File: config.mk
export PLATFORM = sky130hd
export DESIGN_NAME = csdm_div_cell
export DESIGN_NICKNAME = d
export VERILOG_FILES = /design/src/rtl/core/csdm_pkg.sv /design/src/rtl/core/csdm_div_cell.sv
export SDC_FILE = /design/constraint.sdc
export NUM_CORES = 1
export LEC_CHECK = 0
export ABC_AREA = 1
export ABC_CLOCK_PERIOD_IN_PS = 2040
export BUFFER_PORTS_ARGS = -buffer_cell sky130_fd_sc_hd__buf_2
export CAP_MARGIN = 30
export CORE_UTILIZATION = 40
export DETAILED_ROUTE_END_ITERATION = 7
export PLACE_DENSITY = 0.74
export SLEW_MARGIN = 20
export SYNTH_ARGS = -nofsm -noshare
export SYNTH_HDL_FRONTEND = slang
export SYNTH_SLANG_ARGS = --single-unit
export TNS_END_PERCENT = 50
File: constraint.sdc
create_clock -name clk -period 2.04 [get_ports clk]
set_input_delay 0.306 -clock clk [delete_from_list [all_inputs] [get_ports clk]]
set_output_delay 0.306 -clock clk [all_outputs]
set_load 0.01 [all_outputs]
File: src/rtl/core/csdm_pkg.sv
`timescale 1ns / 1ps
// ----------------------------------------------------------------------------
// csdm_pkg
// Shared constants, payload types and the arctangent table for the
// concentric square-to-disc map.
// ----------------------------------------------------------------------------
package csdm_pkg;

    localparam int FRAC_BITS     = 14;
    localparam int CORDIC_STAGES = 16;
    localparam int MAX_STAGES    = 32;
    localparam int RUN_STAGES    = (CORDIC_STAGES > MAX_STAGES) ? MAX_STAGES : CORDIC_STAGES;
    localparam int IDX_W         = $clog2(MAX_STAGES);

    localparam int COORD_W  = 16;                 // field width
    localparam int MAG_W    = COORD_W;            // magnitude / divisor width
    localparam int ANG_BITS = 30;                 // Q30 angles and CORDIC values
    localparam int QBITS    = ANG_BITS + 1;       // ratio, at most 1.0 in Q30
    localparam int CS_W     = ANG_BITS + 2;       // CORDIC x, y, z
    localparam int TH_PROD_W = QBITS + ANG_BITS;  // ratio times pi/4
    localparam int PROD_W   = COORD_W + CS_W;     // radius times cos/sin
    localparam int RND_W    = PROD_W - ANG_BITS;  // scaled result before clamp

    localparam int ONE = 1 << FRAC_BITS;

    localparam logic [ANG_BITS-1:0]         PI4_Q30  = ANG_BITS'(843314857);
    localparam logic signed [CS_W-1:0]      GAIN_Q30 = CS_W'(652032874);
    localparam logic [TH_PROD_W-1:0]        TH_HALF  = TH_PROD_W'(1) << (ANG_BITS - 1);
    localparam logic signed [PROD_W-1:0]    RND_HALF = PROD_W'(1) << (ANG_BITS - 1);

    typedef struct packed {
        logic signed [COORD_W-1:0] den;   // radius
        logic                      first; // |a| > |b|
    } side_t;

    typedef struct packed {
        logic [MAG_W-1:0] rem;   // partial remainder
        logic [QBITS-1:0] w;     // dividend bits out on top, quotient bits in below
        logic [MAG_W-1:0] md;    // divisor
        logic             neg;   // angle sign
        side_t            side;
    } div_t;

    typedef struct packed {
        logic signed [CS_W-1:0] x;
        logic signed [CS_W-1:0] y;
        logic signed [CS_W-1:0] z;
        side_t                  side;
    } cor_t;

    // atan(2^-i) in Q30, truncated
    function automatic logic signed [CS_W-1:0] atan_q30(input logic [IDX_W-1:0] i);
        logic [ANG_BITS-1:0] v;
        case (i)
            5'd0:    v = 30'd843314856;
            5'd1:    v = 30'd497837829;
            5'd2:    v = 30'd263043836;
            5'd3:    v = 30'd133525158;
            5'd4:    v = 30'd67021686;
            5'd5:    v = 30'd33543515;
            5'd6:    v = 30'd16775850;
            5'd7:    v = 30'd8388437;
            5'd8:    v = 30'd4194282;
            5'd9:    v = 30'd2097149;
            5'd10:   v = 30'd1048575;
            5'd11:   v = 30'd524287;
            5'd12:   v = 30'd262143;
            5'd13:   v = 30'd131071;
            5'd14:   v = 30'd65535;
            5'd15:   v = 30'd32767;
            5'd16:   v = 30'd16383;
            5'd17:   v = 30'd8191;
            5'd18:   v = 30'd4095;
            5'd19:   v = 30'd2047;
            5'd20:   v = 30'd1023;
            5'd21:   v = 30'd511;
            5'd22:   v = 30'd255;
            5'd23:   v = 30'd127;
            5'd24:   v = 30'd63;
            5'd25:   v = 30'd31;
            5'd26:   v = 30'd15;
            5'd27:   v = 30'd7;
            5'd28:   v = 30'd3;
            5'd29:   v = 30'd1;
            default: v = '0;
        endcase
        return $signed({2'b00, v});
    endfunction

endpackage

File: src/rtl/core/csdm_div_cell.sv
`timescale 1ns / 1ps
// ----------------------------------------------------------------------------
// csdm_div_cell
// One restoring-division cell: produces one quotient bit of the ratio.
// ----------------------------------------------------------------------------
module csdm_div_cell
(
    input  logic            clk,
    input  logic            rst_n,
    input  logic            adv,
    input  logic            vld_in,
    input  csdm_pkg::div_t  d_in,
    output logic            vld_out,
    output csdm_pkg::div_t  d_out
);

    logic [csdm_pkg::MAG_W:0] trial;
    logic                     ge;
    csdm_pkg::div_t           d_next;
    csdm_pkg::div_t           d_reg;
    logic                     vld_reg;

    always_comb
    begin
        trial  = {d_in.rem, d_in.w[csdm_pkg::QBITS-1]};
        ge     = (trial >= {1'b0, d_in.md});
        d_next = d_in;
        if (ge)
        begin
            d_next.rem = csdm_pkg::MAG_W'(trial - {1'b0, d_in.md});
        end
        else
        begin
            d_next.rem = trial[csdm_pkg::MAG_W-1:0];
        end
        d_next.w = {d_in.w[csdm_pkg::QBITS-2:0], ge};
    end

    always_ff @(posedge clk or negedge rst_n)
    begin
        if (!rst_n)
        begin
            vld_reg <= 1'b0;
        end
        else if (adv)
        begin
            vld_reg <= vld_in;
        end
    end

    always_ff @(posedge clk)
    begin
        if (adv)
        begin
            d_reg <= d_next;
        end
    end

    assign vld_out = vld_reg;
    assign d_out   = d_reg;

endmodule

==> qor.csv, run 1 <==
metric,value,unit
run_status,finished clean,
fin_crit_sh,83.1,%
worst_setup_path_endpoint,d_out[73]$_DFFE_PP_,
synth_flop_cell,sky130_fd_sc_hd__edfxtp_1,
yosysWarnings,0,
hold_viol_final,0,
critPathLaunchType,primary input,
achievable-frequency,0.590,GHz
area.growth.synth_to_final,32.4,%
drt_pre_antenna_iters,4,
most_frequent_cells_after_synthesis,"sky130_fd_sc_hd__nand2_1 (110), sky130_fd_sc_hd__edfxtp_1 (81), sky130_fd_sc_hd__inv_1 (58)",
maximum_cell_stage_delay_along_the_critical_path,450,ps
cell_count_post_placement,652,
worst_r2r_startpoint,vld_out$_DFFE_PN0P_,
syn_avg_cell_area,10.9,sq um
core_region_area,9240,sq um
rr_endpoint,vld_out$_DFFE_PN0P_,
cp_max_fo,3,
ff2ff_setup_slack,1300,ps
place.detailed.hpwl,7.22,mm
async_reset_ff_share,1.22,%
area_of_the_mapped_netlist,3820,sq um
wire_length_of_the_first_global_routing_pass,13.9,mm
maximum_count_of_clock_buffers_along_a_single_path,2,
globalRouteOverflowTotal,0,
cts_setup_buffers,0,
die_w,99.8,um
cp_num_cells,9,
vdd_ir_drop_max,397,uV
drv_slew,0,
yosysUniqueCellTypes,26,
timing.reg2reg.worst_path_depth,1,
routed_wl,9.20,mm
finalCoreUtilization,54.8,%
timing.final.crit_period,1690,ps
setup_viol,0,
detailedRoute.firstIterationViolations,94,
final_cell_count_no_fill,669,
path_common_cell,sky130_fd_sc_hd__nand2_1,
critPathArrivalTime,1790,ps
total_leakage_power,2.51,nW
holdCritPathClass,in2reg,
cell_area_power_density,774,nW/um^2
max_slew.worst_pin.slew,381,ps
cts.htree.levels,3,
endpoint_kind,flop,
numPortBuffers,166,
setup.worst_path.start,d_in[18],
gpl.final_weighted_congestion,0.850,
cts_buffers,9,
synth_top_cell_area_share,63.6,%
cp_cell_sequence,buf_2 > ha_1 > fa_1 > o21bai_1 > nand2_1 > nand3_1 > nand2_1 > nand3_1 > nand2_1,
first_global_vias,2950,
synth_seq_cells,82,
grt_start_max_net_pins,34,
numClockSinks,82,
rsz0062_at_grt,false,
grt_usage,18.5,%
slowest_stage,sky130_fd_sc_hd__fa_1,
finClkSkew,0,ps
grt_antenna_before_repair,0,
clk_latency,340,ps
cts_tree,yes,
worstPathRequired,2130,ps
synth_area_leaders,"sky130_fd_sc_hd__edfxtp_1 (64%), sky130_fd_sc_hd__nand2_1 (11%), sky130_fd_sc_hd__inv_1 (5.7%)",
postSynthCellCount,352,
synth-edff-count,81,
cts.clk_slew.worst_paths,90,ps
post_synth_top_area_cell,sky130_fd_sc_hd__edfxtp_1,
fp.dieH,99.8,um
floorplan.rows,35,
cpLargestDelayFamily,adder cells,
postSynthNetCount,454,
routed-via-count,3051,
synth_sequential_area_ratio,64.3,%
fraction_of_layout_instances_using_a_drive_strength_above_1,39.4,%
fin_worst_hold_slack,131,ps
start_util,41.4,%
critical_path.n_buffers_inverters,1,
drc,0,
timing.slew.headroom,74.6,%
antenna_violating_nets_post_route,0,
setup.worst_path.class,in2reg,
via_per_inst,4.56,
nNetsFinal,637,
root_buffer,sky130_fd_sc_hd__clkbuf_8,
routed_wire_length_per_instance,13.8,um
die_ar,9950,sq um
design.portCount,167,
timing.max_cap.violations,0,
synth_most_common_cell,sky130_fd_sc_hd__nand2_1,
n_diodes,0,
layout by cell type (no fill, tap or decap), types with 5 or more instances in the layout:
master and n:
sky130_fd_sc_hd__nand3_2 5, sky130_fd_sc_hd__inv_1 58, sky130_fd_sc_hd__buf_4 6, sky130_fd_sc_hd__clkbuf_8 9, sky130_fd_sc_hd__xor2_1 5, sky130_fd_sc_hd__buf_2 165
sky130_fd_sc_hd__nand3_1 14, sky130_fd_sc_hd__ha_1 16, sky130_fd_sc_hd__nand2_2 12, sky130_fd_sc_hd__nor2_1 16, sky130_fd_sc_hd__nand2_1 110, sky130_fd_sc_hd__edfxtp_1 81
sky130_fd_sc_hd__a21oi_1 9
flip-flops by register name, indices dropped and copies added, names as in the netlist:
name and count:
d_out 81, vld_out 1
timing repair:
item                      in CTS  in global routing
hold endpoints to repair       1                  0
hold buffers                   1                  0
resized for setup              0                  0
report_power, final:
group	internal (mW)	switching, mW	leakage [nW]
combinational	0.324	0.462	1.63
sequential	2.03	0.0345	0.804
clock	0.456	0.608	0.0799
how the worst min path moves through the flow:
stage	cells after the start	startpoint	endpoint	slack, ps
6_report	1	d_in[1]	d_out[1]$_DFFE_PP_	130
4_1_cts	1	d_in[62]	d_out[63]$_DFFE_PP_	110
3_3_place_gp	1	rst_n	vld_out$_DFFE_PN0P_	80
3_5_place_dp	1	rst_n	vld_out$_DFFE_PN0P_	80
5_1_grt	1	d_in[62]	d_out[63]$_DFFE_PP_	100
2_1_floorplan	0	rst_n	vld_out$_DFFE_PN0P_	10
per-layer routing:
metal  wire, um  up-vias  track usage [%]
met5          0        -                0
met4        167        0             6.11
met3        631       13             5.01
met2       4680      109             33.5
met1       3720     1415             21.1
li1           -     1514                -
layout make-up:
cell class	instances	area, sq um
Multi-Input combinational cell	207	1100
Clock buffer	10	128
Timing Repair Buffer	175	941
Inverter	60	225
Sequential cell	82	2460
Fill cell	816	4180
Clock inverter	6	48.8
Tap cell	129	161
kinds of logic after synthesis:
logic type      Yosys count  share of synthesized area (%)
flops                    82                           64.3
mux                       1                          0.294
simple gates            171                           19.8
fa+ha+maj                17                           5.76
compound gates           12                           1.64
xor+xnor                  6                           1.37
buf+inv                  63                           6.90
through the flow:
| stage | power [mW] | setup slack, ps | setup TNS, ps | area, sq um |
|---|---|---|---|---|
| 2_1_floorplan | 2.54 | 241 | 0 | 3820 |
| 3_3_place_gp | 2.88 | -2.16 | -2.16 | 4880 |
| 3_5_place_dp | 2.90 | -3.59 | -3.59 | 4880 |
| 4_1_cts | 3.96 | 353 | 0 | 5060 |
| 5_1_grt | 4.12 | 198 | 0 | 5060 |
| 6_report | 3.92 | 346 | 0 | 5060 |
(Power assumes the default switching activity.)
==> inputs of run 2 (changes only) <==
--- a/config.mk
+++ b/config.mk
@@ -6,12 +6,12 @@
 export NUM_CORES = 1
 export LEC_CHECK = 0
 export ABC_AREA = 1
-export ABC_CLOCK_PERIOD_IN_PS = 2040
+export ABC_CLOCK_PERIOD_IN_PS = 1500
 export BUFFER_PORTS_ARGS = -buffer_cell sky130_fd_sc_hd__buf_2
 export CAP_MARGIN = 30
 export CORE_UTILIZATION = 40
 export DETAILED_ROUTE_END_ITERATION = 7
-export PLACE_DENSITY = 0.74
+export PLACE_DENSITY = 0.77
 export SLEW_MARGIN = 20
 export SYNTH_ARGS = -nofsm -noshare
 export SYNTH_HDL_FRONTEND = slang
==> constraint.sdc (replaced) <==
create_clock -name clk -period 1.5 [get_ports clk]
set_input_delay 0.225 -clock clk [delete_from_list [all_inputs] [get_ports clk]]
set_output_delay 0.225 -clock clk [all_outputs]
set_load 0.01 [all_outputs]
==> qor.csv, run 2 (same netlist as run 1, synthesis figures left out) <==
metric,value,unit,change
run_status,finished clean,,unchanged
floorplan.rows,35,,unchanged
wire_length_of_the_first_global_routing_pass,15.0,mm,was 13.9 mm
nNetsFinal,671,,was 637
most-common-layout-cells,"sky130_fd_sc_hd__buf_2 (165), sky130_fd_sc_hd__nand2_1 (97), sky130_fd_sc_hd__edfxtp_1 (81)",,"was sky130_fd_sc_hd__buf_2 (165), sky130_fd_sc_hd__nand2_1 (110), sky130_fd_sc_hd__edfxtp_1 (81)"
cts.htree.levels,3,,unchanged
root_buffer,sky130_fd_sc_hd__clkbuf_8,,unchanged
multi_input_area,1360,sq um,was 1100 sq um
max_slew.worst_pin.slew,254,ps,was 381 ps
critPathLaunchType,primary input,,unchanged
layout.cells.most_common,sky130_fd_sc_hd__buf_2,,unchanged
first_global_vias,3211,,was 2950
pwr-share-clk,26.3,%,was 27.1%
drc,0,,unchanged
timing.final.crit_period,1440,ps,
n_diodes,0,,unchanged
timing.reg2reg.worst_path_depth,1,,unchanged
cell_count_post_placement,685,,was 652
final_cell_area,5580,sq um,was 5060 sq um
numPortBuffers,166,,unchanged
routed_wl,9.78,mm,was 9.20 mm
holdCritPathClass,in2reg,,unchanged
finClkSkew,0,ps,unchanged
endpoint_kind,flop,,unchanged
maximum_count_of_clock_buffers_along_a_single_path,2,,unchanged
via_per_inst,4.51,,was 4.56
worstPathRequired,1620,ps,was 2130 ps
fraction_of_layout_instances_using_a_drive_strength_above_1,51.0,%,was 39.4%
timing.slew.headroom,83.1,%,was 74.6%
cts_tree,yes,,unchanged
critPathArrivalTime,1570,ps,was 1790 ps
dpl_cell_area,5330,sq um,was 4880 sq um
fin_worst_hold_slack,33.6,ps,was 131 ps
routed_wire_length_per_instance,13.9,um,was 13.8 um
cts_buffers,9,,unchanged
start_util,41.4,%,unchanged
area.growth.synth_to_final,46.0,%,was 32.4%
cell_area_power_density,1000,nW/um^2,was 774 nW/um^2
drv_slew,0,,unchanged
cp_max_fo,4,,was 3
routed-via-count,3172,,was 3051
numClockSinks,82,,unchanged
final_cell_count_no_fill,703,,was 669
vdd_ir_drop_max,429,uV,was 397 uV
grt_usage,20.0,%,was 18.5%
hold_viol_final,0,,unchanged
achievable-frequency,0.693,GHz,
fp.dieH,99.8,um,unchanged
power_switching,1.61,mW,was 1.10 mW
share_of_total_power_consumed_by_net_switching,28.8,%,was 28.2%
drt_pre_antenna_iters,5,,was 4
design.portCount,167,,unchanged
power.share.combinational,23.4,%,was 20.1%
cts.clk_slew.worst_paths,90,ps,about the same
number_of_cells_on_the_worst_hold_path,1,,unchanged
fin_crit_sh,96.2,%,
setup_viol,0,,unchanged
total_leakage_power,2.68,nW,was 2.51 nW
largest_register_ffs,81,,unchanged
die_ar,9950,sq um,unchanged
clk_latency,360,ps,was 340 ps
power.internal,3.99,mW,was 2.81 mW
grt_antenna_before_repair,0,,unchanged
place.detailed.hpwl,7.76,mm,was 7.22 mm
grt_start_max_net_pins,33,,was 34
die_w,99.8,um,unchanged
gpl.final_weighted_congestion,0.826,,was 0.850
core_region_area,9240,sq um,unchanged
globalRouteOverflowTotal,0,,unchanged
detailedRoute.firstIterationViolations,109,,was 94
seq_area,2460,sq um,unchanged
timing.setup.tns,0,ps,unchanged
share_seq_of_total_power,50.2,%,was 52.8%
fillCellCount,762,,was 816
setup.worst_path.class,in2reg,,unchanged
antenna_violating_nets_post_route,0,,unchanged
rsz0062_at_grt,true,,was false
finalPower,5.60,mW,was 3.92 mW
timing.max_cap.violations,0,,unchanged
run 2: power groups by stage:
stage | Combinational, mW | Sequential [mW] | Clock, mW
finish | 1.31 | 2.81 | 1.47
global route | 1.45 | 2.83 | 1.57
CTS | 1.29 | 2.82 | 1.51
detailed placement | 1.28 | 2.87 | 0
global placement | 1.26 | 2.86 | 0
floorplan | 0.531 | 2.99 | 0
run 2: area by class of cell:
type	instances	area share (%)
Multi-Input combinational cell	207	24.4
Tap cell	129	2.89
Clock buffer	10	2.29
Inverter	60	4.17
Timing Repair Buffer	209	21.4
Sequential cell	82	44.0
Clock inverter	6	0.874
run 2: worst paths after layout:
check / to / from / slack, ps
min in group asynchronous: vld_out$_DFFE_PN0P_ / rst_n / 160
hold reg to reg: vld_out$_DFFE_PN0P_ / vld_out$_DFFE_PN0P_ / 510
setup / recovery: d_out[71]$_DFFE_PP_ / d_in[23] / 60
setup reg to reg: vld_out$_DFFE_PN0P_ / vld_out$_DFFE_PN0P_ / 760
max in group asynchronous: vld_out$_DFFE_PN0P_ / rst_n / 1260
hold / removal: d_out[43]$_DFFE_PP_ / d_in[42] / 30
run 2: critical path, cell delays in order:
cell	delay, ps
sky130_fd_sc_hd__buf_2	110
sky130_fd_sc_hd__inv_1	90
sky130_fd_sc_hd__ha_4	220
sky130_fd_sc_hd__nand2_1	100
sky130_fd_sc_hd__buf_4	120
sky130_fd_sc_hd__inv_1	30
sky130_fd_sc_hd__a21oi_1	180
sky130_fd_sc_hd__nand2_2	110
sky130_fd_sc_hd__buf_4	140
sky130_fd_sc_hd__xor2_1	140
sky130_fd_sc_hd__nand2_2	60
sky130_fd_sc_hd__nand2_1	40
run 2: repair_timing:
item | CTS | global route
endpoints found under the hold margin | 1 | 0
hold buffers | 1 | 0
gates resized for setup | 0 | 21
setup buffers | 0 | 1
setup endpoints to repair | 0 | 16
run 2: metrics by stage:
step	setup WS, ps	utilization [%]
after floorplan	-73.5	-
after global placement	-372	57.7
after detailed placement	-356	57.7
after CTS	36.7	59.7
after global routing	-9.18	60.4
final	57.3	60.4
run 2: layer usage:
layer / wire (um) / vias to the layer above / global-route usage (%)
li1: - / 1588 / -
met1: 3690 / 1444 / 20.8
met2: 5060 / 123 / 37.2
met3: 792 / 17 / 5.29
met4: 246 / 0 / 9.73
met5: 0 / - / 0
